==> config.mk <==
export PLATFORM = sky130hd
export DESIGN_NAME = tmrlm_ctrl
export DESIGN_NICKNAME = d
export VERILOG_FILES = /design/src/rtl/tmrlm_pkg.sv /design/src/rtl/tmrlm_ctrl.sv
export SDC_FILE = /design/constraint.sdc
export NUM_CORES = 1
export LEC_CHECK = 0
export ABC_AREA = 0
export BUFFER_PORTS_ARGS = -buffer_cell sky130_fd_sc_hd__buf_2
export CAP_MARGIN = 20
export CORE_AREA = 4 4 45 47
export DETAILED_ROUTE_END_ITERATION = 8
export DIE_AREA = 0 0 49 51
export GPL_TIMING_DRIVEN = 0
export HOLD_SLACK_MARGIN = 0.03
export PLACE_DENSITY = 0.66
export SYNTH_ARGS = -nofsm -noshare
export SYNTH_HDL_FRONTEND = slang
export SYNTH_SLANG_ARGS = --single-unit
==> constraint.sdc <==
create_clock -name clk -period 1.85 [get_ports clk]
set_clock_uncertainty 0.15 [all_clocks]
set_input_delay 0.0925 -clock clk [delete_from_list [all_inputs] [get_ports clk]]
set_output_delay 0.0925 -clock clk [all_outputs]
set_load 0.1 [all_outputs]
==> src/rtl/tmrlm_pkg.sv <==
// Shared types, codes and constants of the tile-masked radial light map unit.
package tmrlm_pkg;

    localparam int MAP_SIZE_DEF  = 384;
    localparam int TILE_SIZE_DEF = 32;

    localparam logic [7:0] ATTR_DAMP    = 8'd20;
    localparam logic [7:0] ATTR_OUTDOOR = 8'd22;

    localparam int SIDE_X_BIT   = 2;
    localparam int SIDE_Y_BIT   = 0;
    localparam int FLAG_OUT_BIT = 1;

    localparam int DIV_STEPS = 8;

    localparam int CFG_IDX_W = 2;
    localparam logic [CFG_IDX_W-1:0] CFG_AMBIENT = 2'd0;
    localparam logic [CFG_IDX_W-1:0] CFG_OUTDOOR = 2'd1;

    localparam logic [2:0] FN_LOAD_TILE  = 3'd0;
    localparam logic [2:0] FN_FILL_BASE  = 3'd1;
    localparam logic [2:0] FN_LIGHT_BASE = 3'd2;
    localparam logic [2:0] FN_COPY       = 3'd3;
    localparam logic [2:0] FN_LIGHT_WORK = 3'd4;
    localparam logic [2:0] FN_READ_WORK  = 3'd5;

    typedef struct packed {
        logic [7:0] attr;
        logic [7:0] side;
        logic [7:0] edge_x;
        logic [7:0] edge_y;
        logic [7:0] flags;
        logic [7:0] attr2;
    } tile_t;

    typedef struct packed {
        logic [2:0]         func;
        logic [7:0]         tile_index;
        tile_t              tile;
        logic signed [10:0] pos_x;
        logic signed [10:0] pos_y;
        logic [7:0]         radius;
        logic [7:0]         intensity;
    } req_t;

    typedef struct packed {
        logic capture;
        logic tile_wr;
        logic bounds;
        logic start_walk;
        logic reduce;
        logic row_start;
        logic square;
        logic eval;
        logic div_step;
        logic map_wr;
        logic advance;
        logic read_cap;
        logic out_load;
    } cmd_t;

    typedef struct packed {
        logic [2:0] func;
        logic       box_empty;
        logic       reduce_done;
        logic       last_pixel;
        logic       in_circle;
        logic       out_free;
    } sts_t;

endpackage

==> src/rtl/tmrlm_ctrl.sv <==
// Operation sequencer: walks each request through its datapath steps.
module tmrlm_ctrl (
    input  logic              clk,
    input  logic              rst_n,
    input  logic              in_valid,
    output logic              in_ready,
    input  tmrlm_pkg::sts_t   sts,
    output tmrlm_pkg::cmd_t   cmd
);

    typedef enum logic [3:0] {
        ST_IDLE,
        ST_DECODE,
        ST_CHECK,
        ST_REDUCE,
        ST_W_RD,
        ST_W_WR,
        ST_P_RD,
        ST_P_EV,
        ST_P_DIV,
        ST_P_WR,
        ST_R_RD,
        ST_R_CAP,
        ST_DONE
    } state_t;

    state_t     state_reg, state_next;
    logic [2:0] cnt_reg, cnt_next;

    always_ff @(posedge clk or negedge rst_n)
    begin
        if (!rst_n)
        begin
            state_reg <= ST_IDLE;
            cnt_reg   <= '0;
        end
        else
        begin
            state_reg <= state_next;
            cnt_reg   <= cnt_next;
        end
    end

    assign in_ready = (state_reg == ST_IDLE);

    always_comb
    begin
        state_next = state_reg;
        cnt_next   = cnt_reg;
        cmd        = '0;
        case (state_reg)
            ST_IDLE:
            begin
                if (in_valid)
                begin
                    cmd.capture = 1'b1;
                    state_next  = ST_DECODE;
                end
            end
            ST_DECODE:
            begin
                case (sts.func)
                    tmrlm_pkg::FN_LOAD_TILE:
                    begin
                        cmd.tile_wr = 1'b1;
                        state_next  = ST_DONE;
                    end
                    tmrlm_pkg::FN_FILL_BASE, tmrlm_pkg::FN_COPY,
                    tmrlm_pkg::FN_LIGHT_BASE, tmrlm_pkg::FN_LIGHT_WORK:
                    begin
                        cmd.bounds = 1'b1;
                        state_next = ST_CHECK;
                    end
                    tmrlm_pkg::FN_READ_WORK:
                    begin
                        state_next = ST_R_RD;
                    end
                    default:
                    begin
                        state_next = ST_DONE;
                    end
                endcase
            end
            ST_CHECK:
            begin
                if (sts.box_empty)
                begin
                    state_next = ST_DONE;
                end
                else
                begin
                    cmd.start_walk = 1'b1;
                    state_next     = ST_REDUCE;
                end
            end
            ST_REDUCE:
            begin
                // strip whole tiles off the start corner to find its tile
                if (sts.reduce_done)
                begin
                    cmd.row_start = 1'b1;
                    if (sts.func inside {tmrlm_pkg::FN_LIGHT_BASE, tmrlm_pkg::FN_LIGHT_WORK})
                    begin
                        state_next = ST_P_RD;
                    end
                    else
                    begin
                        state_next = ST_W_RD;
                    end
                end
                else
                begin
                    cmd.reduce = 1'b1;
                end
            end
            ST_W_RD:
            begin
                state_next = ST_W_WR;
            end
            ST_W_WR:
            begin
                cmd.map_wr  = 1'b1;
                cmd.advance = 1'b1;
                state_next  = sts.last_pixel ? ST_DONE : ST_W_RD;
            end
            ST_P_RD:
            begin
                cmd.square = 1'b1;
                state_next = ST_P_EV;
            end
            ST_P_EV:
            begin
                cmd.eval = 1'b1;
                cnt_next = '0;
                if (sts.in_circle)
                begin
                    state_next = ST_P_DIV;
                end
                else
                begin
                    // outside the circle: skip the pixel
                    cmd.advance = 1'b1;
                    state_next  = sts.last_pixel ? ST_DONE : ST_P_RD;
                end
            end
            ST_P_DIV:
            begin
                cmd.div_step = 1'b1;
                cnt_next     = cnt_reg + 3'd1;
                if (cnt_reg == 3'(tmrlm_pkg::DIV_STEPS - 1))
                begin
                    state_next = ST_P_WR;
                end
            end
            ST_P_WR:
            begin
                cmd.map_wr  = 1'b1;
                cmd.advance = 1'b1;
                state_next  = sts.last_pixel ? ST_DONE : ST_P_RD;
            end
            ST_R_RD:
            begin
                state_next = ST_R_CAP;
            end
            ST_R_CAP:
            begin
                cmd.read_cap = 1'b1;
                state_next   = ST_DONE;
            end
            ST_DONE:
            begin
                // hold until the response register can take the result
                if (sts.out_free)
                begin
                    cmd.out_load = 1'b1;
                    state_next   = ST_IDLE;
                end
            end
            default:
            begin
                state_next = ST_IDLE;
            end
        endcase
    end

    a_div_len: assert property (@(posedge clk) disable iff (!rst_n)
        (state_reg == ST_P_DIV && cnt_reg == 3'(tmrlm_pkg::DIV_STEPS - 1)) |=>
        (state_reg == ST_P_WR))
        else $error("divider did not hand over to write");

    a_load_idle: assert property (@(posedge clk) disable iff (!rst_n)
        cmd.out_load |=> in_ready)
        else $error("not ready after result load");

    a_capture_decode: assert property (@(posedge clk) disable iff (!rst_n)
        cmd.capture |=> (state_reg == ST_DECODE))
        else $error("captured request not decoded");

endmodule

==> run_results.csv <==
group,metric,value,unit
layout,layout-drive-gt1-share,44.44,%
timing,postLayoutSetupSlackWorst,0.05163,ns
global_route,grt.total_usage,16.49,%
die,row_count,15,
clock_tree,cts.clk_slew.worst_paths,0.05,ns
clock_tree,cts-htree-levels,1,
route,avgViaCountPerCell,5.896,
timing,number_of_pins_with_negative_max_slew_slack_in_the_final_report,0,
logic_synthesis,synth-main-ff-cell,"dfrtp_1",
setup_path,maximum_fanout_count_along_the_critical_path,4,
global_route,grt_start_max_net_pins,11,
clock_tree,clock_tree_from_tritoncts,"done",
setup_path,worst_r2r_startpoint,"state_reg[2]",
logic_synthesis,synth-edff-count,0,
route,drt-wirelength-per-cell,15.00,µm
place,detailed_place.area,884.6,µm²
place,detailed_place_hpwl,1435,µm
setup_path,cpPeakStageDelay,0.59,ns
setup_path,setup.worst_path.class,"reg2out",
logic_synthesis,synth_async_sr_flop_share,100.0,%
setup_path,worstSetupEndpointType,"output pin",
layout,finalInstanceArea,1055,µm²
global_route,grt.busiest_layer,"met2",
setup_path,setup.reg_to_reg.worst_slack,0.26,ns
logic_synthesis,nets_in_the_synthesized_netlist,99,
timing,layout_worst_path_cycle_share,97.21,%
layout,num_antenna_cells,0,
timing,setup-violations-final,0,
setup_path,cells_on_worst_reg2reg_path,4,
logic_synthesis,synth_seq_cells,7,
die,floorplan.initialDensity,38.26,%
setup_path,reg2reg_capture_point,"state_reg[0]",
layout,n_fill_cell,153,
global_route,grt_use_met3,4.956,%
route,vias,790,
die,num_io_pins,25,
logic_synthesis,yosys.cell_types.count,29,
clock_tree,cts.path.max_buffers,2,
route,drt-pass1-iter-count,4,
setup_path,critPathCapture,"cmd[10]",
route,drt-initial-drc-count,36,
logic_synthesis,post_synth.cell_area_avg,7.347,µm²
power,power_frac_clock,6.9,%
power,switching_share,58.69,%
place,io_buffer_count,24,
layout,layout.nets,131,
setup_path,worst_ep_arrival_time,1.56,ns
power,leakage,0.4633,nW
layout,multi_input_comb_area,525.5,µm²
job,max-cap-violations,0,
global_route,antenna_found_initial,0,
hold_path,path_class_of_the_lowest_slack_min_delay_path,"in2reg",
layout,final-seq-area,176.4,µm²
layout,largest_register_ffs,4,
logic_synthesis,syn_area,631.9,µm²
timing,rsz_0062_raised_after_global_routing,"true",
layout,area_growth,66.93,%
power,power_frac_seq,15.3,%
power,powerDensity,1846,nW/µm²
timing,max_freq,556.1,MHz
layout,utilization,63.86,%
timing,hold_violations,0,
timing,layout_min_cycle_time,1.798,ns
setup_path,critical_path_depth,3,
power,max-vdd-ir-drop,0.001003,V
global_route,globalRoute.totalOverflow,0,
logic_synthesis,synth-warning-count,0,
die,die_height,51,µm
setup_path,top_delay_family_on_crit_path,"simple AND/OR/NAND/NOR gates",
clock_tree,ctsRootBufferMaster,"clkbuf_4",
global_route,via_count_of_the_first_global_routing_pass,736,
route,drc_errors,0,
setup_path,cp_data_required_time,1.61,ns
die,die_area,2499,µm²
route,drt-total-wl,2010,µm
outcome,run_status,"completed",
global_route,global_route_wire_length_before_repair,3243,µm
power,p_int,804.5,µW
timing,setup-tns-final,0,ns
clock_tree,cts_num_sinks,7,
setup_path,crit_path_cell_trace,"or4b_4 > nor2_4 > buf_12",
route,final_antenna_net_count,0,
power,netSwitchingPower,1.143,mW
global_route,met1_usage,20.47,%
logic_synthesis,netlist.top_cell.by_area,"dfrtp_1",
clock_tree,worst_skew_pair.late_latency,0.25,ns
place,place_ws,-0.05605,ns
logic_synthesis,synth.top_cell.area_share,27.72,%
power,share_comb_of_total_power,77.7,%
setup_path,critical_path_buf_inv_count,1,
logic_synthesis,synth.yosys.seq_area_share,27.72,%
timing,maxSlewHeadroom,73.69,%
setup_path,critical_path.startpoint_type,"flip-flop",
setup_path,crit_start,"state_reg[1]",
clock_tree,tritoncts.num_buffers,3,
logic_synthesis,synthesis.instances,86,
logic_synthesis,post_synth_main_area_contributors,"dfrtp_1, o21ai_0, a21oi_1",
place,gp_routability_congestion,0.8218,
setup_path,cp_slowest_cell,"or4b_4",
timing,tightest_slew,0.3946,ns
die,die_w,49,µm
die,core_region_area,1652,µm²
global_route,groute.layer.met2.usage,28.26,%
==> metal layers <==
| metal | part of all wire (%) | vias to the layer above |
|---|---|---|
| li1 | - | 384 |
| met1 | 39 | 363 |
| met2 | 51 | 37 |
| met3 | 6.9 | 6 |
| met4 | 2.8 | 0 |
| met5 | 0 | - |
==> cell usage after synthesis, types with 3 or more instances <==
cell / instances
nand2_1: 6
inv_1: 3
dfrtp_1: 7
buf_2: 4
o21ai_0: 8
a21oi_1: 7
nor3_1: 7
a31oi_1: 3
nand2b_1: 5
nor2_1: 9
==> metrics by stage <==
step / std cells / total power, mW / hold WS [ns]
2_1_floorplan: 86 / 1.430 / -0.3531
3_3_place_gp: 127 / 1.637 / -0.2222
3_5_place_dp: 127 / 1.656 / -0.2215
4_1_cts: 133 / 1.883 / 0.03164
5_1_grt: 134 / 2.065 / 0.04433
6_report: 134 / 1.948 / 0.02363
==> layout by cell type, fill, tap and decap left out, drive strengths merged, types with 5 or more instances in the layout <==
master / instances
nand2b: 5
buf: 28
nand2: 6
nor2: 9
nor3: 8
o21ai: 8
dfrtp: 7
clkbuf: 7
a21oi: 7
==> power groups by stage <==
stage / clock network (mW) / logic, mW / registers (mW)
after CTS: 0.140 / 1.44 / 0.300
after floorplan: 0 / 1.15 / 0.276
after detailed placement: 0 / 1.36 / 0.296
final: 0.135 / 1.51 / 0.298
after global placement: 0 / 1.35 / 0.291
after global routing: 0.153 / 1.60 / 0.307
==> cells by family after synthesis <==
family	synth area share, %
buf+inv	6.139
simple gates	30.30
mux	1.584
flops	27.72
fa+ha+maj	3.960
compound gates	30.30
==> worst register-to-register path, stage by stage (launching register included) <==
cell      delay, ns
dfrtp_1        0.40
or2_2          0.44
nor3_4         0.25
buf_4          0.15
o21bai_1       0.11
==> layout make-up <==
cell class | instances | area share [%]
Multi-Input combinational cell | 70 | 49.82
Clock buffer | 4 | 2.491
Tap cell | 17 | 2.017
Buffer | 5 | 3.321
Inverter | 3 | 1.068
Sequential cell | 7 | 16.73
Timing Repair Buffer | 28 | 24.56
==> worst min-delay path by stage <==
stage | from | endpoint | depth (start not counted)
after global placement | rst_n | cnt_reg[1] | 1
final | sts[2] | state_reg[1] | 4
after floorplan | rst_n | cnt_reg[0] | 0
after CTS | sts[2] | state_reg[1] | 4
after global routing | sts[2] | state_reg[1] | 4
after detailed placement | rst_n | cnt_reg[1] | 1
==> what timing repair did <==
item / in CTS / in global routing
hold buffers: 2 / 0
resized for setup: 26 / 13
setup endpoints to repair: 13 / 11
endpoints found under the hold margin: 8 / 0
buffers inserted: 0 / 2
pin swaps: 0 / 3
No activity file was read; power rests on OpenSTA's default activity.
